`src/hlcp_pkg.sv`:
```
// ----------------------------------------------------------------------------
// hlcp_pkg
// Shared types and constants of the hop limited cheapest path engine.
// ----------------------------------------------------------------------------
package hlcp_pkg;

   // field widths of the request and response
   localparam int NODE_BITS      = 6;
   localparam int WEIGHT_IN_BITS = 16;
   localparam int LIMIT_BITS     = 6;
   localparam int NC_BITS        = 7;
   localparam int COST_BITS      = 22;
   localparam int ROUND_BITS     = 7;

   // distances grow by at most one weight per round, 64 rounds at most
   localparam int HOP_BITS  = 7;
   // node indices on the request are 6 bits, so 64 nodes can ever be named
   localparam int NODE_SPAN = 64;

   localparam logic [COST_BITS-1:0] COST_MAX = 22'h3FFFFF;
   localparam logic [NC_BITS-1:0]   NC_RESET = 7'd64;

   // request actions
   localparam logic [1:0] ACT_ADD   = 2'd0;
   localparam logic [1:0] ACT_CLEAR = 2'd1;
   localparam logic [1:0] ACT_QUERY = 2'd2;

   // response status codes
   localparam logic [1:0] STATUS_OK      = 2'd0;
   localparam logic [1:0] STATUS_UNREACH = 2'd1;
   localparam logic [1:0] STATUS_FULL    = 2'd2;
   localparam logic [1:0] STATUS_RANGE   = 2'd3;

   typedef struct packed {
      logic [1:0]                action;
      logic [NODE_BITS-1:0]      from_node;
      logic [NODE_BITS-1:0]      to_node;
      logic [WEIGHT_IN_BITS-1:0] edge_weight;
      logic [NODE_BITS-1:0]      source_node;
      logic [NODE_BITS-1:0]      dest_node;
      logic [LIMIT_BITS-1:0]     stop_limit;
   } req_type;

   typedef struct packed {
      logic [1:0]           status;
      logic [COST_BITS-1:0] path_cost;
   } rsp_type;

   typedef enum logic [2:0] {
      S_IDLE,
      S_COPY,
      S_EDGE_RD,
      S_EDGE_LOOK,
      S_EDGE_UPD,
      S_ROUND_END,
      S_FINAL_RD,
      S_FINAL
   } state_type;

   // controller to datapath
   typedef struct packed {
      logic take;
      logic copy_step;
      logic edge_read;
      logic edge_look;
      logic edge_update;
      logic round_end;
      logic final_read;
      logic final_load;
   } cmd_type;

   // datapath to controller
   typedef struct packed {
      logic out_free;
      logic query_go;
      logic sweep_last;
      logic edge_none;
      logic edge_last;
      logic round_last;
   } stat_type;

endpackage

```
`src/hlcp_ctrl.sv`:
```
// ----------------------------------------------------------------------------
// hlcp_ctrl
// Sequencer: accepts requests and steps a query through its copy sweeps,
// edge relaxation passes and final lookup.
// ----------------------------------------------------------------------------
module hlcp_ctrl import hlcp_pkg::*; (
   input  logic     clock,
   input  logic     reset,
   input  logic     req_valid,
   input  stat_type stat,
   output logic     req_ready,
   output cmd_type  cmd
);

   state_type state_ff;
   state_type state_in;

   // state register
   always_ff @(posedge clock) begin
      if (reset) begin
         state_ff <= S_IDLE;
      end else begin
         state_ff <= state_in;
      end
   end

   // next state
   always_comb begin
      state_in = state_ff;
      case (state_ff)
         S_IDLE: begin
            if (req_valid && stat.out_free && stat.query_go) begin
               state_in = S_COPY;
            end
         end
         S_COPY: begin
            if (stat.sweep_last) begin
               state_in = stat.edge_none ? S_ROUND_END : S_EDGE_RD;
            end
         end
         S_EDGE_RD:   state_in = S_EDGE_LOOK;
         S_EDGE_LOOK: state_in = S_EDGE_UPD;
         S_EDGE_UPD: begin
            state_in = stat.edge_last ? S_ROUND_END : S_EDGE_RD;
         end
         S_ROUND_END: begin
            state_in = stat.round_last ? S_FINAL_RD : S_COPY;
         end
         S_FINAL_RD:  state_in = S_FINAL;
         S_FINAL: begin
            if (stat.out_free) begin
               state_in = S_IDLE;
            end
         end
         default:     state_in = S_IDLE;
      endcase
   end

   // commands
   always_comb begin
      cmd       = '0;
      req_ready = 1'b0;
      case (state_ff)
         S_IDLE: begin
            req_ready = stat.out_free;
            cmd.take  = req_valid && stat.out_free;
         end
         S_COPY:      cmd.copy_step   = 1'b1;
         S_EDGE_RD:   cmd.edge_read   = 1'b1;
         S_EDGE_LOOK: cmd.edge_look   = 1'b1;
         S_EDGE_UPD:  cmd.edge_update = 1'b1;
         S_ROUND_END: cmd.round_end   = 1'b1;
         S_FINAL_RD:  cmd.final_read  = 1'b1;
         S_FINAL:     cmd.final_load  = stat.out_free;
         default: begin
            cmd       = '0;
            req_ready = 1'b0;
         end
      endcase
   end

endmodule

```
`config.mk`:
```
export PLATFORM = sky130hd
export DESIGN_NAME = hlcp_ctrl
export DESIGN_NICKNAME = d
export VERILOG_FILES = /design/src/hlcp_pkg.sv /design/src/hlcp_ctrl.sv
export SDC_FILE = /design/constraint.sdc
export NUM_CORES = 1
export LEC_CHECK = 0
export BUFFER_PORTS_ARGS = -buffer_cell sky130_fd_sc_hd__buf_2
export CORE_AREA = 5 5 42 44
export CTS_BUF_LIST = sky130_fd_sc_hd__clkbuf_8
export DETAILED_ROUTE_END_ITERATION = 7
export DIE_AREA = 0 0 47 49
export GPL_TIMING_DRIVEN = 0
export HOLD_SLACK_MARGIN = 0.12
export PLACE_DENSITY = 0.59
export SYNTH_ARGS = -nofsm -noshare
export SYNTH_HDL_FRONTEND = slang
export SYNTH_SLANG_ARGS = --single-unit
```
`constraint.sdc`:
```
create_clock -name clock -period 2.6 [get_ports clock]
set_input_delay 0.39 -clock clock [delete_from_list [all_inputs] [get_ports clock]]
set_output_delay 0.39 -clock clock [all_outputs]
set_load 0.01 [all_outputs]
```
==> results of run 1 <==
==> logic make-up (layout without fill, tap and decap cells) <==
kind of cell	Yosys count	count (layout)	synth area share [%]
AOI/OAI and AO/OA	11	11	24.9
muxes	1	1	4.90
and+or+nand+nor	21	21	41.6
buffers and inverters	5	26	8.97
DFF	3	3	19.6
==> where the power goes <==
| group | switching [mW] | internal (mW) | total, mW |
|---|---|---|---|
| sequential | 0.00556 | 0.0495 | 0.0551 |
| combinational | 0.0285 | 0.0244 | 0.0530 |
| clock | 0.0277 | 0.100 | 0.128 |
| total | 0.0618 | 0.174 | 0.236 |
==> path summary, 6_finish.rpt <==
path,depth (start not counted),to,slack (ns)
worst min register to register,2,state_ff[2]$_SDFFE_PP0P_,0.66
worst max-delay path,4,cmd[7],0.84
worst min-delay path,2,state_ff[1]$_SDFFE_PP0P_,0.40
worst max register to register,4,state_ff[2]$_SDFFE_PP0P_,1.37
==> metal layers <==
metal	part of all wire, %	up-vias	routed length [microns]
li1	-	192	-
met1	42	174	367
met2	49	19	432
met3	8.4	0	73
met4	0	0	0
met5	0	-	0
==> layout by cell type, fill, tap and decap left out <==
| master | instances |
|---|---|
| buf_2 | 18 |
| nor2_1 | 5 |
| nor3_1 | 3 |
| o21ai_0 | 3 |
| clkbuf_8 | 3 |
| dfxtp_1 | 3 |
| and3_1 | 2 |
| nand2b_1 | 2 |
| inv_1 | 2 |
| clkbuf_1 | 1 |
| inv_2 | 1 |
| buf_6 | 1 |
| nor3b_1 | 1 |
| nand2_4 | 1 |
| and4_1 | 1 |
| and2_1 | 1 |
| a21oi_1 | 1 |
| a311oi_1 | 1 |
| or4b_1 | 1 |
| o31ai_1 | 1 |
| nor2b_1 | 1 |
| o22a_1 | 1 |
| mux2_4 | 1 |
| o221a_1 | 1 |
| nor3_2 | 1 |
| nand3_1 | 1 |
| nand2_1 | 1 |
| a31oi_1 | 1 |
| o21ai_1 | 1 |
| a221oi_1 | 1 |
==> final cells by class <==
class	instances	area share [%]
multi-input combinational	33	47.9
clock inverter	1	0.822
timing repair buffer	17	18.6
buffer	3	4.38
clock buffer	3	9.04
sequential	3	13.2
inverter	2	1.64
tap	16	4.38
==> per-stage QoR <==
| stage | setup slack [ns] | power (mW) |
|---|---|---|
| 3_5_place_dp | 1.07 | 0.108 |
| 4_1_cts | 0.847 | 0.240 |
| 5_1_grt | 0.766 | 0.256 |
| 3_3_place_gp | 1.10 | 0.108 |
| 6_report | 0.838 | 0.236 |
| 2_1_floorplan | 1.25 | 0.0876 |
==> worst max-delay path: cells and delay by family (launching register included) <==
family	cells	cell delay (ns)
buffers and inverters	2	0.32
DFF	1	0.37
and+or+nand+nor	2	0.47
==> results.yml, run 1 <==
sta:
  finalCritPeriodShare_pct: 67.8
  slew_headroom_pct: 76.6
  skew_ns: 0.00266
  tns_ns: 0
  post-route-min-period_ns: 1.76
  holdWs_ns: 0.397
  setup_viol: 0
  tightestPinTransition_ns: 0.350
  fmax_ghz: 0.568
  rsz0062_at_grt: "no"
  drv_slew: 0
  final-hold-violation-count: 0
finish:
  drive_gt1_share_pct: 41.9
  fillers: 172
  post-route-util_pct: 32.6
  largest_register_ffs: 3
  syn2layout_area_growth_pct: 49.0
  seq_area_sq_um: 60.1
  top_regs: "state_ff: 3 flops"
  antennaDiodeCount: 0
  fin_nets: 72
  fin_area_sq_um: 457
  stdcell_count: 78
  regMostFlops: "state_ff"
  multiInputGateArea_sq_um: 219
drt:
  drt_pass1_iterations: 4
  finalWirelength_microns: 873
  drc: 0
  drt_iter0_drc: 12
  wl_per_cell_microns: 11.2
  drt.antenna.violating_nets: 0
  via_count: 385
  vias_per_cell: 4.94
setup_path:
  end_kind: "output port"
  worst_path_most_repeated_cell: "buf_2"
  cp-startpoint: "state_ff[1]$_SDFFE_PP0P_"
  cp.arrival_ns: 1.37
  cp_cell_sequence: "buf_2 > nor3_1 > and3_1 > buf_2"
  max_stage_delay_ns: 0.37
  cp_slowest_cell: "dfxtp_1"
  path_class: "register to output port"
  crit_path_start_kind: "register"
  crit_path_max_fanout: 10
  cp.required_ns: 2.21
  r2r_start: "state_ff[2]$_SDFFE_PP0P_"
hold_path:
  min_from: "reset"
  hold_path.class: "primary input to register"
floorplan:
  fp-row-count: 14
  ios: 18
  coreArea_sq_mm: 0.00140
  start_util_pct: 21.9
  fp.dieH_microns: 49
  dieArea_sq_mm: 0.00230
  die_w_microns: 47
global_routing:
  use_met2_pct: 12.9
  track_usage_pct: 8.23
  antenna_found_initial: 0
  met3_usage_pct: 2.21
  use_met1_pct: 11.2
  top_usage_layer: "met2"
  grt_max_degree: 11
  grt_pass1_wl_microns: 1470
  grt_pass1_vias: 362
  overflow: 0
power:
  p_per_area_mw_per_mm2: 517
  p_leak_nw: 0.247
  worst_ir_drop_vdd_mv: 0.169
yosys:
  synth_cells: 41
  synth_common_cells: "nor2_1 (5), dfxtp_1 (3), nor3_1 (3), o21ai_0 (3)"
  synth_area_sq_um: 307
  synth_top_area_share_pct: 19.6
  yosysWarningCount: 0
  synth_edf_count: 0
  ys_types: 29
  synth.most_common_cell: "nor2_1"
  yosys.area.top_type: "dfxtp_1"
  avgSynthCellArea_sq_um: 7.48
  seq_area_frac_synth_pct: 19.6
  ys_top_cells_by_area: "dfxtp_1 (20%), nor2_1 (6.1%), nor3_1 (4.9%)"
  synthArstFlopShare_pct: 0
  ys_ff_latch: 3
  synthFlopType: "dfxtp_1"
  syn_nets: 50
placed_design:
  numPortBuffers: 17
  hpwl_microns: 684
  post_dp_cell_area_sq_um: 412
  place_inst: 74
  gp_congestion: 0.763
clocking:
  clk_path_buf_depth: 2
  cts-root-buf: "clkbuf_8"
  cts_setup_buffers: 0
  htree_levels: 1
  numCtsBuffers: 3
  tritoncts: "built"
  insertion_delay_ns: 0.21
  clk_pin_slew_ns: 0.03
  cts_resized: 0
  clock-sinks: 3
  hold_buffers: 0
outcome:
  outcome: "finished clean"
run:
  cap_violations: 0
Note: power is estimated with default switching activity, not from simulation.
==> run 2: changes to the inputs <==
--- a/config.mk
+++ b/config.mk
@@ -5,6 +5,7 @@
 export SDC_FILE = /design/constraint.sdc
 export NUM_CORES = 1
 export LEC_CHECK = 0
+export ABC_AREA = 1
 export BUFFER_PORTS_ARGS = -buffer_cell sky130_fd_sc_hd__buf_2
 export CORE_AREA = 5 5 42 44
 export CTS_BUF_LIST = sky130_fd_sc_hd__clkbuf_8
@@ -12,7 +13,7 @@
 export DIE_AREA = 0 0 47 49
 export GPL_TIMING_DRIVEN = 0
 export HOLD_SLACK_MARGIN = 0.12
-export PLACE_DENSITY = 0.59
+export PLACE_DENSITY = 0.69
 export SYNTH_ARGS = -nofsm -noshare
 export SYNTH_HDL_FRONTEND = slang
 export SYNTH_SLANG_ARGS = --single-unit
==> constraint.sdc (replaced) <==
create_clock -name clock -period 1.5 [get_ports clock]
set_input_delay 0.225 -clock clock [delete_from_list [all_inputs] [get_ports clock]]
set_output_delay 0.225 -clock clock [all_outputs]
set_load 0.01 [all_outputs]
==> results.yml, run 2 <==
outcome:
  outcome: "finished clean"
yosys:
  yosys.area.top_type: "dfxtp_1"
  synth_top_area_share_pct: 14.8
  avgSynthCellArea_sq_um: 6.56
  synth_cells: 62
  ys_top_cells_by_area: "dfxtp_1 (15%), inv_1 (10%), nand2_1 (8.3%)"
  synth.most_common_cell: "inv_1"
  ys_types: 21
  synth_edf_count: 0
  synthFlopType: "dfxtp_1"
  yosysWarningCount: 0
  synth_area_sq_um: 407
  synthArstFlopShare_pct: 0
  syn_nets: 71
  synth_common_cells: "inv_1 (11), nand2_1 (9), nor2_1 (9)"
  seq_area_frac_synth_pct: 14.8
  ys_ff_latch: 3
clocking:
  htree_levels: 1
  cts_setup_buffers: 0
  tritoncts: "built"
  clk_pin_slew_ns: 0.03
  clock-sinks: 3
  clk_path_buf_depth: 2
  cts-root-buf: "clkbuf_8"
  numCtsBuffers: 3
  insertion_delay_ns: 0.21
sta:
  post-route-min-period_ns: 1.40
  finalCritPeriodShare_pct: 93.5
  setup_viol: 0
  rsz0062_at_grt: "no"
  holdWs_ns: 0.201
  final-hold-violation-count: 0
  tns_ns: 0
  tightestPinTransition_ns: 0.200
  drv_slew: 0
  fmax_ghz: 0.713
  skew_ns: 0.00248
  fin_ws_ns: 0.0982
  slew_headroom_pct: 86.5
finish:
  stdcell_count: 99
  seq_area_sq_um: 60.1
  largest_register_ffs: 3
  regMostFlops: "state_ff"
  antennaDiodeCount: 0
  drive_gt1_share_pct: 44.6
  layout_commonest_cell: "buf_2"
  top_regs: "state_ff: 3 flops"
  fin_area_sq_um: 563
  fillers: 158
  syn2layout_area_growth_pct: 38.5
  multiInputGateArea_sq_um: 256
  layout_common_cells: "buf_2 (17), inv_1 (12), nor2_1 (9), nand2_1 (9)"
  fin_nets: 93
  post-route-util_pct: 40.2
setup_path:
  path_class: "register to output port"
  cp_slowest_cell: "dfxtp_1"
  crit_path_start_kind: "register"
  max_stage_delay_ns: 0.31
  cp_cell_sequence: "buf_6 > inv_4 > nor4_2 > buf_2"
  end_kind: "output port"
  crit_path_max_fanout: 8
  cp.arrival_ns: 1.18
  cp.required_ns: 1.27
placed_design:
  numPortBuffers: 17
  gp_congestion: 0.772
  dp_slack_ns: 0.270
  post_dp_cell_area_sq_um: 512
  hpwl_microns: 738
  place_inst: 95
floorplan:
  ios: 18
  start_util_pct: 29.0
  fp.dieH_microns: 49
  dieArea_sq_mm: 0.00230
  coreArea_sq_mm: 0.00140
  die_w_microns: 47
  fp-row-count: 14
run:
  cap_violations: 0
drt:
  drt_pass1_iterations: 3
  drc: 0
  via_count: 421
  finalWirelength_microns: 854
  vias_per_cell: 4.25
  maxUsedRoutingLayer: "met3"
  wl_met1_microns: 386
  wl_met3_microns: 56
  drt.antenna.violating_nets: 0
  drt_iter0_drc: 2
  wl_per_cell_microns: 8.63
  routed-wl-met2_microns: 411
global_routing:
  grt_pass1_wl_microns: 1450
  overflow: 0
  grt_pass1_vias: 372
  track_usage_pct: 8.23
  antenna_found_initial: 0
  grt_max_degree: 9
power:
  p_leak_nw: 0.337
  p_per_area_mw_per_mm2: 689
  finalPower_mw: 0.388
  worst_ir_drop_vdd_mv: 0.549
hold_path:
  hold_path.class: "primary input to register"
## run 2: cell families (layout without fill, tap and decap cells)
logic type | count (synthesis) | in the layout | share of synthesized area, %
and+or+nand+nor | 38 | 38 | 56.6
buffers and inverters | 17 | 38 | 23.7
AOI/OAI and AO/OA | 4 | 4 | 4.92
DFF | 3 | 3 | 14.8
## run 2: area by class of cell
class	instances	share of cell area (%)
Timing Repair Buffer	17	15.1
Multi-Input combinational cell	42	45.6
Clock inverter	1	0.667
Sequential cell	3	10.7
Clock buffer	3	7.33
Buffer	3	6.00
Tap cell	16	3.56
Inverter	14	11.1
## run 2: per-layer routing
metal,vias up,track usage [%]
li1,233,-
met1,177,10.5
met2,11,12.7
met3,0,2.58
met4,0,2.76
met5,-,0
## run 2: path summary, 6_finish.rpt
| check | start | end | slack, ns | cells past startpoint |
|---|---|---|---|---|
| setup / recovery | state_ff[0]$_SDFFE_PP0P_ | cmd[0] | 0.1 | 4 |
| hold reg to reg | state_ff[2]$_SDFFE_PP0P_ | state_ff[2]$_SDFFE_PP0P_ | 0.69 | 3 |
| hold / removal | reset | state_ff[1]$_SDFFE_PP0P_ | 0.20 | 2 |
| setup reg to reg | state_ff[0]$_SDFFE_PP0P_ | state_ff[2]$_SDFFE_PP0P_ | 0.43 | 8 |
## run 2: what timing repair did
item                       in CTS  in global routing
setup endpoints to repair       0                  1
gates resized for setup         0                  1
hold buffers                    0                  0
## run 2: worst max-delay path: cells and delay by family (launching register included)
family | cells | cell delay [ns]
buffers and inverters | 3 | 0.40
flip-flops | 1 | 0.31
AND/OR/NAND/NOR | 1 | 0.26
## run 2: power by group
group	internal [mW]	switching [mW]	total, mW
Clock	0.174	0.0475	0.221
Combinational	0.0360	0.0473	0.0833
Sequential	0.0828	0.000920	0.0838
